--- src/rtl/cbpd_pkg.sv ---
// Shared types, constants and address helpers for the console bus and port decoder.
package cbpd_pkg;

  localparam int RamBytes   = 8192;
  localparam int CartTop    = 'hC000;
  localparam int StoreDepth = CartTop + RamBytes;
  localparam int AddrW      = $clog2(StoreDepth);
  localparam int ClrW       = $clog2(StoreDepth + 1);

  localparam logic [15:0] LowWinLo = 16'h2000;
  localparam logic [15:0] LowWinHi = 16'h3FFF;
  localparam logic [15:0] MidWinLo = 16'h8000;
  localparam logic [15:0] MidWinHi = 16'h9FFF;
  localparam logic [15:0] CartEnd  = 16'hBFFF;

  localparam logic [7:0] PortSndLo = 8'h40;
  localparam logic [7:0] PortSndHi = 8'h7F;
  localparam logic [7:0] PortVdpLo = 8'h80;
  localparam logic [7:0] PortVdpHi = 8'hBF;
  localparam logic [7:0] PortCtlLo = 8'hC0;
  localparam logic [7:0] PortCtlHi = 8'hFF;

  localparam logic [7:0] ByteOnes  = 8'hFF;
  localparam logic [3:0] CtlUnused = 4'hF;
  localparam logic [15:0] CtlReset = 16'hFFFF;

  localparam logic CfgLowWin = 1'b0;
  localparam logic CfgMidWin = 1'b1;

  typedef enum logic [2:0] {
    CMD_MEM_RD   = 3'd0,
    CMD_MEM_WR   = 3'd1,
    CMD_PORT_RD  = 3'd2,
    CMD_PORT_WR  = 3'd3,
    CMD_CTL_UPD  = 3'd4,
    CMD_IMG_LOAD = 3'd5
  } cmd_e;

  typedef enum logic [1:0] {
    ROUTE_NONE = 2'd0,
    ROUTE_SND  = 2'd1,
    ROUTE_VREG = 2'd2,
    ROUTE_VMEM = 2'd3
  } route_e;

  typedef enum logic {
    ST_CLEAR = 1'b0,
    ST_RUN   = 1'b1
  } state_e;

  typedef struct packed {
    logic             mem_we;
    logic             mem_re;
    logic [AddrW-1:0] mem_addr;
    logic [7:0]       rd_fixed;
    route_e           route;
    logic             nmi;
    logic             ctl_we;
    logic [15:0]      ctl_d;
    logic             pause_d;
  } dec_t;

  // Fold a work RAM address into its mirrored slot.
  function automatic logic [AddrW-1:0] ram_slot(input logic [15:0] addr);
    logic [15:0] v;
    v = {3'b000, addr[12:0]};
    if (v >= 16'(4 * RamBytes)) v = v - 16'(4 * RamBytes);
    if (v >= 16'(2 * RamBytes)) v = v - 16'(2 * RamBytes);
    if (v >= 16'(RamBytes))     v = v - 16'(RamBytes);
    return AddrW'(32'(CartTop) + 32'(v));
  endfunction

endpackage

--- src/rtl/cbpd_decode.sv ---
// Command, memory map and port decoder for one bus request.
module cbpd_decode (
  input  logic             valid_i,
  input  logic [2:0]       command_i,
  input  logic [15:0]      address_i,
  input  logic [11:0]      buttons_i,
  input  logic             pause_pressed_i,
  input  logic [15:0]      ctl_q_i,
  input  logic             pause_q_i,
  input  logic             low_en_i,
  input  logic             mid_en_i,
  output cbpd_pkg::dec_t   dec_o
);

  logic [7:0] port;
  logic       is_cart;

  assign port    = address_i[7:0];
  assign is_cart = (address_i <= cbpd_pkg::CartEnd);

  always_comb begin
    dec_o          = '0;
    dec_o.route    = cbpd_pkg::ROUTE_NONE;
    dec_o.mem_addr = is_cart ? cbpd_pkg::AddrW'(address_i)
                             : cbpd_pkg::ram_slot(address_i);
    dec_o.ctl_d    = ctl_q_i;
    dec_o.pause_d  = pause_q_i;
    case (cbpd_pkg::cmd_e'(command_i))
      cbpd_pkg::CMD_MEM_RD: begin
        dec_o.mem_re = valid_i;
      end
      cbpd_pkg::CMD_MEM_WR: begin
        if (!is_cart) begin
          dec_o.mem_we = valid_i;
        end else if (address_i inside {[cbpd_pkg::LowWinLo:cbpd_pkg::LowWinHi]}) begin
          dec_o.mem_we = valid_i && low_en_i;
        end else if (address_i inside {[cbpd_pkg::MidWinLo:cbpd_pkg::MidWinHi]}) begin
          dec_o.mem_we = valid_i && mid_en_i;
        end
      end
      cbpd_pkg::CMD_PORT_RD: begin
        if (port inside {[cbpd_pkg::PortVdpLo:cbpd_pkg::PortVdpHi]}) begin
          dec_o.rd_fixed = cbpd_pkg::ByteOnes;
          dec_o.route    = port[0] ? cbpd_pkg::ROUTE_VREG : cbpd_pkg::ROUTE_VMEM;
        end else if (port inside {[cbpd_pkg::PortCtlLo:cbpd_pkg::PortCtlHi]}) begin
          dec_o.rd_fixed = port[0] ? ctl_q_i[15:8] : ctl_q_i[7:0];
        end else begin
          dec_o.rd_fixed = cbpd_pkg::ByteOnes;
        end
      end
      cbpd_pkg::CMD_PORT_WR: begin
        if (port inside {[cbpd_pkg::PortSndLo:cbpd_pkg::PortSndHi]}) begin
          dec_o.route = cbpd_pkg::ROUTE_SND;
        end else if (port inside {[cbpd_pkg::PortVdpLo:cbpd_pkg::PortVdpHi]}) begin
          dec_o.route = port[0] ? cbpd_pkg::ROUTE_VREG : cbpd_pkg::ROUTE_VMEM;
        end
      end
      cbpd_pkg::CMD_CTL_UPD: begin
        dec_o.ctl_we  = valid_i;
        dec_o.ctl_d   = {cbpd_pkg::CtlUnused, ~buttons_i};
        dec_o.pause_d = pause_pressed_i;
        dec_o.nmi     = !pause_pressed_i && pause_q_i;
      end
      cbpd_pkg::CMD_IMG_LOAD: begin
        dec_o.mem_we = valid_i && is_cart;
      end
      default: begin
      end
    endcase
  end

endmodule

--- config.mk ---
export PLATFORM = sky130hd
export DESIGN_NAME = cbpd_decode
export DESIGN_NICKNAME = d
export VERILOG_FILES = /design/src/rtl/cbpd_pkg.sv /design/src/rtl/cbpd_decode.sv
export SDC_FILE = /design/constraint.sdc
export NUM_CORES = 1
export LEC_CHECK = 0
export BUFFER_PORTS_ARGS = -buffer_cell sky130_fd_sc_hd__buf_2
export CAP_MARGIN = 20
export CORE_MARGIN = 1
export CORE_UTILIZATION = 32
export DETAILED_ROUTE_END_ITERATION = 8
export PLACE_DENSITY_LB_ADDON = 0.1
export SYNTH_ARGS = -nofsm -noshare
export SYNTH_HDL_FRONTEND = slang
export SYNTH_SLANG_ARGS = --single-unit
--- constraint.sdc ---
create_clock -name vclk -period 3.15
set_input_delay 0.7875 -clock vclk [all_inputs]
set_output_delay 0.7875 -clock vclk [all_outputs]
set_load 0.005 [all_outputs]
==> run summary, run 1 <==
The run finished with clean final reports. The logs give 89 for the count of mapped cells out of synthesis and 0 for the remaining routing DRC violations. For the max-slew violation total from the final report, the log shows 0. The tools report the smallest setup slack after layout as 561 ps. The largest stage delay on the critical path works out to 540 ps. Across the VDD grid, the largest voltage drop is 0.0516 mV. Summing all placed instances gives a cell area of 857 µm². Setup repair after global routing left no endpoint under its margin.

The tools report the number of sequential cells in the layout as 0. The most instantiated library cell after synthesis was sky130_fd_sc_hd__nand2_1. For the clock share of power, the log shows 0. The average wire per standard cell is 10.2 µm, and the count of distinct cell types in the synthesized netlist is 24.

STA classifies the critical path endpoint as an output pin. In this run the most critical hold path is launched from address_i[3]. The total number of yosys warnings is 0, and the core box area is 1750 µm². For the pin with the worst max-slew slack, the measured transition is 314 ps. The detail route stage leaves a number of antenna-violating nets equal to 0.

Hold timing on the final database bottoms out at a slack of 1580 ps. For the length of the first detailed-routing pass in iterations, the log shows 4. Dominant cell type by count on the critical path: sky130_fd_sc_hd__buf_2. The effective utilization at floorplan came out at 0.343. The post-detailed-route via-to-cell ratio is 4.56, and the switching power share of the total is 0.463.

The first-pass GRT wire length is 2580 µm, and the final total negative setup slack is 0 ps. The number of clock-tree buffers in the layout is 0. Walking the worst path, the cells encountered are buf_2 -> or3b_4 -> o21ai_0 -> buf_2. The final period utilization was 0.822. Among all stages on the critical path, the largest delay is contributed by sky130_fd_sc_hd__or3b_4. Summed over all nets, wire length on met2 after detailed routing comes to 874 µm. Summed over all nets, the switching power comes to 0.0472 mW.

After routing the design area is 857 µm². The number of nets in the synthesized netlist is 141. Routed signal wires occupy layers up through met3. The startpoint of the worst setup timing path is command_i[2]. For this block, the via count after detailed routing is 779. The clock period could shrink to 2590 ps. The count of buffers added on input and output ports is 79. The maximum operating frequency is 0.386 GHz. For the total placed cells including tap cells, the log shows 171. The worst hold endpoint is dec_o[32]. The commonest cells after synthesis are sky130_fd_sc_hd__nand2_1, sky130_fd_sc_hd__buf_4, sky130_fd_sc_hd__a21oi_1, sky130_fd_sc_hd__o21ai_0, sky130_fd_sc_hd__mux2i_1. Buffers added to address setup during post-CTS repair amount to 0. Register share of total power: 0. For the relative slew slack, the log shows 0.790. The count of endpoints failing hold in the final timing report came out at 0.

Via count of the first global-routing pass: 614. The filler-free cell count of the finished design is 171, and the portion of total power attributed to combinational logic is 1.000. The largest total area in the synthesized netlist belongs to sky130_fd_sc_hd__buf_4. The overall die height is 45.3 µm, and the count of hold buffers inserted by post-cts repair is 0.

The run gives 1800 ps as the arrival time at the worst endpoint. The logs give 2050 µm² for the full die area and 0 for the number of antenna repair diodes. The worst-path maximum fanout was 30; the net total in the final layout was 200. The number of antenna violations at the first check in global routing was 0; the power per cell area was 119 nW/µm². The required time of the critical path is 2360 ps, and the post-synthesis area per instance is 6.73 µm². The standard-cell row count is 15. The share of the core filled with cells in the final layout is 0.491, and the total design power is 0.102 mW. After global routing the overflow that remains totals 0. From synthesis to final layout, the design area changed by 43.0%. The I/O pin count came out at 99.

After synthesis, the cell types taking the most area are sky130_fd_sc_hd__buf_4, sky130_fd_sc_hd__mux2i_1, sky130_fd_sc_hd__nand2_1. Wires add up to 1740 µm. The first routing iteration left 4 violations. The area fraction of the dominant cell type after synthesis was 0.175. The number of resized instances in the post-cts repair step came out at 0. The cell-internal power is 0.0546 mW. For the total setup violations reported at the end of the flow, the log shows 0.

Counting instances, the worst hold path has a depth of 0. The aggregate global-route resource usage was 0.160. Critical path start-end classification: primary input to output pin. Summing every instance area after synthesis gives 599 µm². The post-synthesis sequential area ratio was 0; the wire length on met3 was 168 µm.

Measured along the x axis, the die boundary spans 45.3 µm. Routability-driven placement finished with a final weighted congestion of 0.707. The type of the tightest min-delay check was primary input to output pin. The pin count of the biggest net entering global routing was 31; the proportion of layout cells with a drive suffix above 1 was 0.596. Across the run, the number of max-cap violations was 0. Startpoint class of the critical path: a primary input. The analysis attributes to cell leakage a power of 0.534 nW.

OpenSTA, run right after detailed placement, puts the worst setup slack at 544 ps. Summing all flip-flop and latch instances after layout gives 0 µm². In the final routing, the length of wire on met1 measures 696 µm. The run gives 1460 µm as the HPWL after detailed placement.
[worst max-delay path: cells and delay by family]
kind	cells	cell delay (ps)
AOI/OAI and AO/OA	1	190
buffers and inverters	2	290
and+or+nand+nor	1	540
[layer usage]
layer / track usage / up-vias
li1: - / 407
met1: 0.202 / 325
met2: 0.304 / 47
met3: 0.0120 / 0
met4: 0.00606 / 0
met5: 0 / -
[logic make-up (layout without fill, tap and decap cells)]
logic type                after synthesis  in the layout  synth area share
AOI/OAI and AO/OA                      25             25             0.246
xor gates and xnor gates                1              1            0.0146
buffers and inverters                  22             79             0.282
muxes                                   8              8             0.134
and+or+nand+nor                        33             33             0.324
[cell usage in the layout (no fill, tap or decap), types with 2 or more instances in the layout]
cell	instances
sky130_fd_sc_hd__or2b_1	4
sky130_fd_sc_hd__o21ai_0	9
sky130_fd_sc_hd__mux2i_1	8
sky130_fd_sc_hd__nand2_1	17
sky130_fd_sc_hd__and2_1	2
sky130_fd_sc_hd__nor3b_1	2
sky130_fd_sc_hd__o21ai_2	4
sky130_fd_sc_hd__a21oi_1	9
sky130_fd_sc_hd__nand3b_1	2
sky130_fd_sc_hd__buf_2	79
[layout make-up]
| class | count | area (µm²) |
|---|---|---|
| timing repair buffer | 79 | 395 |
| multi-input combinational | 67 | 430 |
| fill | 201 | 888 |
| tap | 25 | 31.3 |
[power groups by stage]
stage	logic (mW)	registers (mW)	clock network [mW]
global route	0.114	0	0
finish	0.102	0	0
detailed placement	0.103	0	0
floorplan	0.0629	0	0
CTS	0.103	0	0
global placement	0.102	0	0
[worst max-delay path by stage]
stage / end / slack (ps) / cells after the start
6_report: dec_o[7] / 560 / 4
5_1_grt: dec_o[7] / 440 / 4
4_1_cts: dec_o[7] / 540 / 4
3_5_place_dp: dec_o[7] / 540 / 4
3_3_place_gp: dec_o[3] / 570 / 5
2_1_floorplan: dec_o[21] / 750 / 4
Note: power is estimated with default switching activity, not from simulation.
==> run 2, diff against run 1 <==
CORE_UTILIZATION = 29   (was 32)
clock period = 2.39 ns   (was 3.15 ns; I/O delays follow)
==> run summary, run 2 (synthesized netlist as in run 1, its figures left out) <==
The flow ran to the end, and the final reports show no timing, DRC or antenna violations. For the relative slew slack, the log shows 0.785 (-0.00583). The sum of buffers and inverters on the critical path works out to 2 (unchanged).

Number of antenna repair diodes: 0 (unchanged). The logs give 0 (unchanged) for the count of endpoints failing hold in the final timing report and 805 (+3.3%) for the total number of vias. Leaving out fill and tap cells, the most frequent cell in the layout is sky130_fd_sc_hd__buf_2.

Number of sequential cells in the layout: 0 (unchanged). Pin slew with the least headroom to its limit: 323 ps (+8.75 ps). The critical path start-end classification was primary input to output pin. The clock share of power is 0 (unchanged). The effective utilization at floorplan is 0.305 (-0.0379). The buffer count from post-CTS setup fixing came out at 0 (unchanged). The number of port buffers is 79 (unchanged).

The logs give 16 (+1) for the standard-cell row count and 144 ps (-417 ps) for the smallest setup slack after layout. The HPWL after detailed placement came out at 1420 µm (-2.8%). The run gives 1960 µm² (+12%) as the core box area.

The average wire per standard cell is 9.84 µm (-3.2%), and the power per cell area is 156 nW/µm² (+31%). The filler cell count in the final layout was 245 (+22%). From synthesis to final layout, the design area changed by 43.4%. The arrival time at the worst endpoint is 1650 ps (-150 ps), and the post-detailed-route via-to-cell ratio is 4.65 (+2.1%). The final hold slack is 1200 ps (-380 ps), and the leakage component of the power is 0.534 nW (unchanged). Number of resized instances in the post-cts repair step: 0 (unchanged). The first-pass GRT wire length came out at 2070 µm (-20%). The path class of the tightest hold or removal check is primary input to output pin. The sequential standard cell area was 0 µm² (unchanged); the largest stage delay on the critical path was 540 ps (about the same).

The violation count after the first detailed-route iteration was 10 (+6). Leaving out fill and tap cells, the most frequent cells in the layout are sky130_fd_sc_hd__buf_2, sky130_fd_sc_hd__nand2_1, sky130_fd_sc_hd__o21ai_0, sky130_fd_sc_hd__a21oi_1, sky130_fd_sc_hd__mux2i_1. STA classifies the critical path endpoint as an output pin. The number of logic stages on the critical path including buffering came out at 4 (unchanged). Cell family with the largest share of critical-path delay: simple AND/OR/NAND/NOR gates.

I/O pin count: 99 (unchanged). Dominant cell type by count on the critical path: sky130_fd_sc_hd__buf_2. The last weighted congestion value of the routability-driven placer is 0.702 (-0.61%).

The remaining routing DRC violations is 0 (unchanged). The final total negative setup slack came out at 0 ps (unchanged). The cell type of the slowest stage on the worst timing path is sky130_fd_sc_hd__or3b_4. The worst voltage drop across the vdd grid was 0.0599 mV (+16%). The overall die height was 47.5 µm (+4.8%).

The filler-free cell count of the finished design came out at 173 (+1.2%). The logs give 0.0618 mW (+31%) for the net switching power and 31 (unchanged) for the pin count of the biggest net entering global routing. The max-slew violation total from the final report was 0 (unchanged). Walking the worst path, the cells encountered are buf_2 -> or3b_4 -> o21ai_0 -> buf_2. The full die area is 2250 µm² (+9.9%). The count of hold buffers inserted by post-cts repair was 0 (unchanged); the final critical path time including I/O delays and setup was 2250 ps. The final period utilization came out at 0.940. The depth of the worst hold-timing path is 0 (unchanged).

The logs give 0 (unchanged) for the register share of total power and 0 (unchanged) for the number of clock-tree buffers in the layout. The total placed cells including tap cells is 173 (+1.2%), and the worst-path maximum fanout is 30 (unchanged). The total setup violations reported at the end of the flow was 0 (unchanged). The total length of routed wires was 1700 µm (-2.1%); the total design power was 0.134 mW (+31%). For the net total in the final layout, the log shows 200 (unchanged).

The number of antenna violations at the first check in global routing was 0 (unchanged). The tools report the sum of overflow across all layers after global routing as 0 (unchanged). The tools report the number of maximum-capacitance violations as 0 (unchanged). The startpoint class of the critical path is a primary input.

Based on the critical path, the design can be clocked at up to 0.445 GHz. For the required time of the critical path, the log shows 1790 ps (-570 ps). The length of the first detailed-routing pass in iterations is 4 (unchanged), and the portion of total power attributed to combinational logic is 1.000 (about the same).

The switching power share of the total is 0.462 (-0.00163), and the aggregate global-route resource usage is 0.119 (-0.0403). The post-detailed-route count of antenna-violating nets is 0 (unchanged), and the proportion of layout cells with a drive suffix above 1 is 0.596 (unchanged). Setup repair after global routing left no endpoint under its margin. The setup slack at placement was 129 ps (-415 ps). The die width was 47.5 µm (+4.8%); the via count of the first global-routing pass was 528 (-14%). The run gives 0.0720 mW (+32%) as the cell-internal power.
-- run 2: cell counts in the layout (fill, tap and decap cells not counted) --
Identical to the previous run, type by type.
-- run 2: final cells by class --
cell class	count	area [µm²]	share of cell area
Multi-Input combinational cell	67	430	0.501
Timing Repair Buffer	79	395	0.460
Tap cell	27	33.8	0.0393
-- run 2: stage by stage --
stage | cell area, µm² | utilization
detailed placement | 860 | 0.438
global route | 860 | 0.438
finish | 860 | 0.438
global placement | 860 | 0.438
CTS | 860 | 0.438
floorplan | 599 | -
-- run 2: final timing paths --
path	slack, ps	startpoint	to
worst min-delay path	1200	address_i[4]	dec_o[33]
worst max-delay path	140	command_i[2]	dec_o[10]
-- run 2: power groups by stage --
stage	clock network (mW)	registers (mW)	logic (mW)
finish	0	0	0.134
global route	0	0	0.152
CTS	0	0	0.136
detailed placement	0	0	0.136
global placement	0	0	0.135
floorplan	0	0	0.0829
-- run 2: routing by layer --
metal  GRT usage  vias up  part of all wire
li1            -      409                 -
met1       0.144      338              0.39
met2       0.238       56              0.48
met3     0.00755        2              0.13
met4     0.00571        0            0.0012
met5           0        -                 0
